<file path="config.mk">
export PLATFORM = sky130hd
export DESIGN_NAME = slg_engine
export DESIGN_NICKNAME = d
export VERILOG_FILES = /design/src/design/slg_pkg.sv /design/src/design/slg_update.sv /design/src/design/slg_engine.sv
export SDC_FILE = /design/constraint.sdc
export NUM_CORES = 2
export LEC_CHECK = 0
export ABC_AREA = 0
export ABC_CLOCK_PERIOD_IN_PS = 15700
export BUFFER_PORTS_ARGS = -buffer_cell sky130_fd_sc_hd__clkbuf_2
export CORE_UTILIZATION = 45
export CTS_CLUSTER_DIAMETER = 150
export DETAILED_ROUTE_END_ITERATION = 8
export GPL_ROUTABILITY_DRIVEN = 1
export PLACE_DENSITY = 0.64
export SYNTH_ARGS = -nofsm -noshare
export SYNTH_HDL_FRONTEND = slang
export SYNTH_HIERARCHICAL = 1
export SYNTH_SLANG_ARGS = --single-unit
</file>
<file path="constraint.sdc">
create_clock -name clk -period 15.7 [get_ports clk]
set_clock_uncertainty 0.15 [all_clocks]
set_input_delay 2.355 -clock clk [delete_from_list [all_inputs] [get_ports clk]]
set_output_delay 2.355 -clock clk [all_outputs]
set_load 0.01 [all_outputs]
</file>
<file path="src/design/slg_pkg.sv">
package slg_pkg;

  localparam logic [1:0] OP_LOAD  = 2'd0;
  localparam logic [1:0] OP_SOLVE = 2'd1;
  localparam logic [1:0] OP_READ  = 2'd2;
  localparam logic [1:0] OP_NOP   = 2'd3;

  localparam logic [1:0] REG_RELAX = 2'd0;
  localparam logic [1:0] REG_TOL   = 2'd1;
  localparam logic [1:0] REG_LIMIT = 2'd2;
  localparam logic [1:0] REG_SIZE  = 2'd3;

  localparam int unsigned ONE_Q16    = 65536;
  localparam logic [17:0] OMEGA_MAX  = 18'd131072;

  // Status from the sweep engine to the top level.
  typedef struct packed {
    logic        busy;
    logic        done;
    logic [15:0] sweeps;
    logic        met;
  } solve_status_t;

endpackage

</file>
<file path="src/design/slg_update.sv">
// One relaxation update: two multiplies into registers, then add, round and
// saturate in the following cycle. One register stage, one cell in flight.
module slg_update #(
  parameter int VALUE_BITS = 18
) (
  input  logic                         clk,
  input  logic                         start,
  input  logic signed [VALUE_BITS-1:0] old_value,
  input  logic signed [VALUE_BITS+1:0] nbr_sum,
  input  logic        [17:0]           omega,
  output logic signed [VALUE_BITS-1:0] new_value,
  output logic        [VALUE_BITS:0]   abs_change
);
  localparam int PW = VALUE_BITS + 22;
  localparam int NW = PW + 2;

  logic signed [PW-1:0] prod_old;
  logic signed [PW-1:0] prod_sum;
  logic signed [VALUE_BITS-1:0] old_q;
  logic signed [NW-1:0] num;
  logic signed [NW-1:0] rounded;
  logic signed [NW-1:0] hi_lim;
  logic signed [NW-1:0] lo_lim;
  logic signed [VALUE_BITS-1:0] sat_v;
  logic signed [VALUE_BITS:0] diff;
  logic signed [18:0] one_minus;

  assign one_minus = 19'sd65536 - $signed({1'b0, omega});

  always_ff @(posedge clk) begin
    if (start) begin
      prod_old <= PW'(one_minus * old_value) <<< 2;
      prod_sum <= PW'($signed({1'b0, omega}) * nbr_sum);
      old_q    <= old_value;
    end
  end

  assign num     = NW'(prod_old) + NW'(prod_sum) + NW'(1 << 17);
  assign rounded = num >>> 18;
  assign hi_lim  = NW'((1 <<< (VALUE_BITS - 1)) - 1);
  assign lo_lim  = -hi_lim - NW'(1);

  always_comb begin
    priority if (rounded > hi_lim) sat_v = hi_lim[VALUE_BITS-1:0];
    else if (rounded < lo_lim)     sat_v = lo_lim[VALUE_BITS-1:0];
    else                           sat_v = rounded[VALUE_BITS-1:0];
  end

  assign new_value  = sat_v;
  assign diff       = (VALUE_BITS+1)'(old_q) - (VALUE_BITS+1)'(sat_v);
  assign abs_change = diff[VALUE_BITS] ? (VALUE_BITS+1)'(-diff) : diff;
endmodule

</file>
<file path="src/design/slg_engine.sv">
// Sweep sequencer: per cell reads center and four neighbors from the grid
// memory one per cycle, runs the shared update unit, writes back.
module slg_engine #(
  parameter int GRID_SIDE  = 64,
  parameter int VALUE_BITS = 18,
  parameter int AW = 2 * $clog2(GRID_SIDE),
  parameter int CW = $clog2(GRID_SIDE)
) (
  input  logic                         clk,
  input  logic                         rst,
  input  logic                         start,
  input  logic [17:0]                  omega,
  input  logic [15:0]                  tol,
  input  logic [15:0]                  limit,
  input  logic [CW:0]                  side,
  output logic [AW-1:0]                mem_addr,
  output logic                         mem_we,
  output logic signed [VALUE_BITS-1:0] mem_wdata,
  input  logic signed [VALUE_BITS-1:0] mem_rdata,
  input  logic                         mem_rfix,
  output slg_pkg::solve_status_t       status
);
  localparam logic [3:0] S_IDLE = 4'd0, S_RC = 4'd1, S_RL = 4'd2, S_RR = 4'd3,
    S_RD = 4'd4, S_RU = 4'd5, S_ACC = 4'd6, S_MUL = 4'd7, S_WR = 4'd8,
    S_NEXT = 4'd9, S_END = 4'd10;

  logic [3:0] state;
  logic [CW-1:0] r, c;
  logic signed [VALUE_BITS-1:0] center;
  logic fixed;
  logic signed [VALUE_BITS+1:0] sum;
  logic [VALUE_BITS:0] maxd;
  logic [15:0] sweeps;
  logic met, done;
  logic upd_start;
  logic signed [VALUE_BITS-1:0] new_v;
  logic [VALUE_BITS:0] absd;
  logic [CW:0] last;

  assign last = side - (CW+1)'(2);

  slg_update #(.VALUE_BITS(VALUE_BITS)) u_upd (
    .clk, .start(upd_start), .old_value(center), .nbr_sum(sum), .omega,
    .new_value(new_v), .abs_change(absd));

  assign upd_start = (state == S_MUL);

  always_comb begin
    mem_addr = {r, c};
    unique case (state)
      S_RL: mem_addr = {r, c - CW'(1)};
      S_RR: mem_addr = {r, c + CW'(1)};
      S_RD: mem_addr = {r - CW'(1), c};
      S_RU: mem_addr = {r + CW'(1), c};
      default: mem_addr = {r, c};
    endcase
  end
  assign mem_we    = (state == S_WR) && !fixed;
  assign mem_wdata = new_v;

  always_ff @(posedge clk) begin
    if (rst) begin
      state <= S_IDLE; sweeps <= '0; met <= 1'b0; done <= 1'b0;
    end else begin
      done <= 1'b0;
      unique case (state)
        S_IDLE: if (start) begin
          r <= CW'(1); c <= CW'(1); maxd <= '0; sweeps <= '0; met <= 1'b0;
          state <= S_RC;
        end
        S_RC: state <= S_RL;
        S_RL: begin
          center <= mem_rdata; fixed <= mem_rfix; state <= S_RR;
        end
        S_RR: begin sum <= (VALUE_BITS+2)'(mem_rdata); state <= S_RD; end
        S_RD: begin sum <= sum + (VALUE_BITS+2)'(mem_rdata); state <= S_RU; end
        S_RU: begin sum <= sum + (VALUE_BITS+2)'(mem_rdata); state <= S_ACC; end
        S_ACC: begin sum <= sum + (VALUE_BITS+2)'(mem_rdata); state <= S_MUL; end
        S_MUL: state <= S_WR;
        S_WR: begin
          if (!fixed && absd > maxd) maxd <= absd;
          state <= S_NEXT;
        end
        S_NEXT: begin
          if ((CW+1)'(c) == last) begin
            c <= CW'(1);
            if ((CW+1)'(r) == last) state <= S_END;
            else begin r <= r + CW'(1); state <= S_RC; end
          end else begin
            c <= c + CW'(1); state <= S_RC;
          end
        end
        S_END: begin
          sweeps <= sweeps + 16'd1;
          r <= CW'(1); c <= CW'(1); maxd <= '0;
          if (maxd <= (VALUE_BITS+1)'(tol)) begin
            met <= 1'b1; done <= 1'b1; state <= S_IDLE;
          end else if (sweeps + 16'd1 >= limit) begin
            done <= 1'b1; state <= S_IDLE;
          end else state <= S_RC;
        end
        default: state <= S_IDLE;
      endcase
    end
  end

  assign status.busy   = (state != S_IDLE);
  assign status.done   = done;
  assign status.sweeps = sweeps;
  assign status.met    = met;
endmodule

</file>
-- Yosys cells after proc, flatten, opt, wreduce, memory -nomap -nowiden
Cells that the tools add are included.
- register bits after elaboration: 186
- latch bits: 0
- bits in writable memories: 0
- bits in read-only memories: 0
- bits of input ports: 79
- output and inout port bits: 50
- memories: 0
- $add $sub $neg: 12
- multipliers: 2
- div/mod/pow operators: 0
- magnitude comparators: 5
- equal/unequal tests: 17
- shift operators: 0
- multiplexer cells: 27
- bitwise logic cells: 2
- reduce and logical (&&, ||, !) cells: 18
- operators with widths (cell ; number):
    19-bit two-way mux ; 3
    19-bit case mux with 3 select lines ; 1
    12-bit case mux with 4 select lines ; 1
    4-bit case mux with 11 select lines ; 1
    40-bit by 19-bit adder with 41-bit output, second input constant ; 1
    39-bit by 39-bit adder with 40-bit output ; 1
    20-bit case mux with 2 select lines ; 1
    19-bit by 20-bit multiplier with 39-bit output ; 1
    19-bit by 18-bit multiplier with 37-bit output ; 1
    18-bit two-way mux ; 2
    6-bit case mux with 3 select lines ; 2
    16-bit case mux with 2 select lines ; 1
    24-bit by 18-bit greater-than comparator with 1-bit output, second input constant ; 1
    24-bit by 18-bit less-than comparator with 1-bit output, second input constant ; 1
    6-bit two-way mux ; 4
    20-bit by 18-bit adder with 20-bit output ; 1
    19-bit greater-than comparator ; 1
    19-bit by 16-bit less-or-equal comparator with 1-bit output ; 1
    19-bit negator ; 1
    17-bit by 18-bit subtractor with 19-bit output, first input constant ; 1
    18-bit by 18-bit subtractor with 19-bit output ; 1
    16-bit by 1-bit adder with 16-bit output, second input constant ; 1
    4-bit by 3-bit equality test with 1-bit output, second input constant ; 4
    16-bit >= comparator ; 1
    26 further kinds ; 49

-- Logic depth before layout (Yosys ltp)
- word-level depth: 12
- depth in mapped cells: 38

-- Cells and area by module
Netlist, hierarchy kept.
- modules (own cells, without submodules) (module ; instances ; cells each ; area each (um2)):
    slg_update ; 1 ; 3465 ; 32249.7
    slg_engine ; 1 ; 735 ; 6787.8

-- Worst setup path after synthesis
OpenSTA, ideal clock, no wires.
- path kind: input to register
- from: in omega[1]
- to: reg u_upd/prod_old[38] (netlist name)
- setup time: 0.260 ns
- arrival: 9.641 ns
- slack: 5.649 ns
- stages on the path: 34
- buffers on the path: 3
- path through: clkbuf_1 -> clkbuf_1 -> inv_1 -> ha_1 -> nand3b_1 -> nor4_1 -> nand2b_1 -> xor2_1 -> clkbuf_1 -> nand2_1 -> fa_1 -> inv_1 -> fa_1 -> inv_1 -> fa_1 -> inv_1 -> fa_1 -> inv_1 -> fa_1 -> inv_1 -> fa_1 -> ha_1 -> nor3_1 -> o21ai_0 -> a31oi_1 -> a211oi_1 -> nor4b_1 -> o31ai_1 -> nor4_1 -> o31ai_1 -> o21ai_0 -> nand2b_1 -> a21oi_1 -> xnor2_1
- cells in the longest elaborated chain, start to end: 2
- ends and longest elaborated chain (element ; line ; RTL):
    start, declared ; slg_engine.sv:12 ; input logic [17:0] omega,
    17-bit by 18-bit subtractor with 19-bit output ; slg_update.sv:28 ; assign one_minus = 19'sd65536 - $signed({1'b0, omega});
    19-bit by 18-bit multiplier with 37-bit output ; slg_update.sv:32 ; prod_old <= PW'(one_minus * old_value) <<< 2;
No other way between the ends.
A chain may end at the register's enable or synchronous reset.

-- Final worst setup path
- from: in omega[0]
- to: reg u_upd/prod_old[38] (netlist name)
- cells in the longest elaborated chain, start to end: 2
- ends and longest elaborated chain (element ; line):
    17-bit by 18-bit subtractor with 19-bit output ; slg_update.sv:28
    19-bit by 18-bit multiplier with 37-bit output ; slg_update.sv:32
No other way between the ends.

==> run metrics <==
#FFs+latches synth=184; number of synthesized flops with an enable pin=162; clock root buffer master=clkbuf_16; CP Class=in2reg; Fillers=between 8000 and 9000; routability cong.=approximately 0.88; clk_lat worst skew=approximately 0.50 ns; TritonCTS clock tree=done; worst slew pin tran=approximately 1.3 ns; endpoint type of the worst setup path=flop; Synth area leader=fa_1; most frequent cell after synthesis=inv_1; Hold Startpoint=met$_SDFFE_PP0P_; worst r2r path cells=34; ys flop type=edfxtp_1; DR iter-0 viols=around 1400; Bufs and invs on worst path=7; wire per inst=roughly 18 um; IO Port Bufs=128; Fmax=93.1 MHz; reg-to-reg critical path startpoint=u_upd/prod_sum[34]$_DFFE_PP_; Final Critical Period=between 10 and 15 ns; maximum clock path buffer count=2; Hold Crit Depth=2; Critical Path RT=between 15 and 20 ns; largest net degree at the start of global routing=between 50 and 60; Worst path max stage delay=roughly 0.57 ns; remaining antenna violation count=0; htree depth=4; dpl cells=5357; drt via density=around 5.2; CP top delay family=adder cells; top cells by count, synth=inv_1, fa_1, nand2_1; FF-to-FF End=maxd[18]$_SDFFCE_PP0P_; routed via count=28200; max_slew headroom=~15%; overall routing resource usage=between 20% and 30%; status=finished, final reports clean; core area=85500 um^2; Clock Sinks=roughly 180; Tcrit/Tclk final=between 60% and 70%; hold slack=around 0.31 ns; DIE WIDTH=around 300 um; M1 wire length=about 42 mm; DP Area=40800 um^2; crit path max-delay cell type=fa_1; Worst Hold End=met$_SDFFE_PP0P_; Post-Synthesis Net Count=roughly 5400; RSZ-0062 raised after global routing=false; DRT Wirelength=approximately 96 mm; Die Y=297 um; max-slew violations=0; Post-CTS Setup Inserts=0; library cells used by synthesis=98; num ports=about 130; Starting Density=a little under half; clock slew at reported path FFs=around 0.08 ns; Area growth, synth to finish=6.09%; type of origin of the critical path=input port; Final #Nets=5385; post-route cell area=about 41000 um^2; Mean Syn Cell Area=approximately 9.3 um^2; DR top layer=met5; metal2 WL=about 46 mm; vias in the first global route=about 29000; DRC violations left=0; met3 WL=approximately 6.4 mm; Mapped Cells=4200; CP Max Fanout=38; Arrival @ worst endpoint=10.84 ns; fin cells=roughly 5400; ys async rst share=0%; antenna violations before repair=6; global-route wire length before repair=around 150 mm; CTS resizes=0; Seq/Total Area, Yosys=a little over an eighth; HPWL Detailed=slightly below 80 mm; Hold-fix buffers, CTS=0; DRT Pass-1 Iters=6; Synth area leaders=fa_1, edfxtp_1, ha_1, inv_1, nand2_1; FF-to-FF setup slack=slightly above 6 ns; Std-Cell Rows=107; Final setup viols=0; total die area=around 88000 um^2; layout cells sized above 1=about 6.2%; max-capacitance violation count=0; mapped cell area=around 40000 um^2; top-area cell type share of the netlist area=a little over a third; total grt overflow=0; Final Hold Vio Count=0; CTS Buf Count=17; post-route setup TNS=0 ns; yosys warns=6; Setup crit start=omega[0]; worst hold-check path type=reg2reg
==> registers in the layout, indices dropped and copies added, names as in the netlist, 4 cells and up <==
register	count
u_upd/prod_old	37
u_upd/prod_sum	37
sum	20
maxd	19
center	18
u_upd/old_q	18
sweeps	16
c	6
r	6
state	4
==> worst reg2reg max path, delay by kind of cell (launching register included) <==
family	cells	cell delay, ns
xor gates and xnor gates	1	0.21
and+or+nand+nor	10	2.13
DFF	1	0.49
buffers and inverters	1	0.26
AOI/OAI and AO/OA	16	4.17
adders and majority gates	6	1.90
==> logic make-up after synthesis <==
family | count (synthesis) | synth area share [%]
and+or+nand+nor | 1239 | 15.6
muxes | 3 | 0.0769
adders and majority gates | 1077 | 48.2
xor gates and xnor gates | 197 | 4.48
DFF | 184 | 13.6
AOI/OAI and AO/OA | 470 | 8.05
buffers and inverters | 1030 | 9.97
==> placed cells by master (no fill, tap or decap), drive strengths merged, types with 7 or more instances in the layout <==
cell type	n
clkbuf	148
a2111oi	7
o21ai	102
and2	276
a211o	7
o21a	11
a21o	52
ha	362
or2	14
a22oi	14
nand2b	34
a211oi	23
nand4	27
nor3	47
xnor2	121
nand2	539
nor2	128
nor3b	10
xor2	76
nand3	41
inv	877
or3	14
o31ai	10
nor4	11
dfxtp	22
and3	45
fa	712
buf	44
a21boi	12
o21bai	16
nor2b	24
a31oi	18
edfxtp	162
a21oi	138
==> metal layers <==
layer	track usage, %	vias up
li1	-	13200
met1	30.1	14000
met2	37.7	804
met3	4.36	132
met4	5.81	8
met5	0	-
==> worst max-delay path by stage <==
| stage | endpoint | slack [ns] | cells after the start |
|---|---|---|---|
| 4_1_cts | u_upd/prod_old[38]$_DFFE_PP_ | 4.96 | 33 |
| 3_5_place_dp | u_upd/prod_old[38]$_DFFE_PP_ | 4.45 | 33 |
| 2_1_floorplan | u_upd/prod_old[38]$_DFFE_PP_ | 5.65 | 34 |
| 6_report | u_upd/prod_old[38]$_DFFE_PP_ | 4.96 | 33 |
| 3_3_place_gp | u_upd/prod_old[38]$_DFFE_PP_ | 4.55 | 33 |
| 5_1_grt | u_upd/prod_old[38]$_DFFE_PP_ | 4.37 | 33 |
==> final cells by class <==
type	instances	area, um^2	share of cell area, %
Timing Repair Buffer	172	971	2.34
Inverter	871	3270	7.89
Antenna cell	1	2.50	0.00604
Sequential cell	184	5310	12.8
Clock buffer	20	462	1.11
Multi-Input combinational cell	2986	29900	72.1
Clock inverter	12	108	0.260
Tap cell	1144	1430	3.46
==> metrics by stage <==
stage	utilization, %	worst slack, ns
finish	48.4	4.96
global route	48.4	4.37
CTS	48.4	4.96
detailed placement	47.7	4.45
global placement	47.7	4.55
floorplan	-	5.65
Power is left out: the tool's default activity adds up to more than one toggle a clock period on the data nets, which glitch-free logic cannot reach.
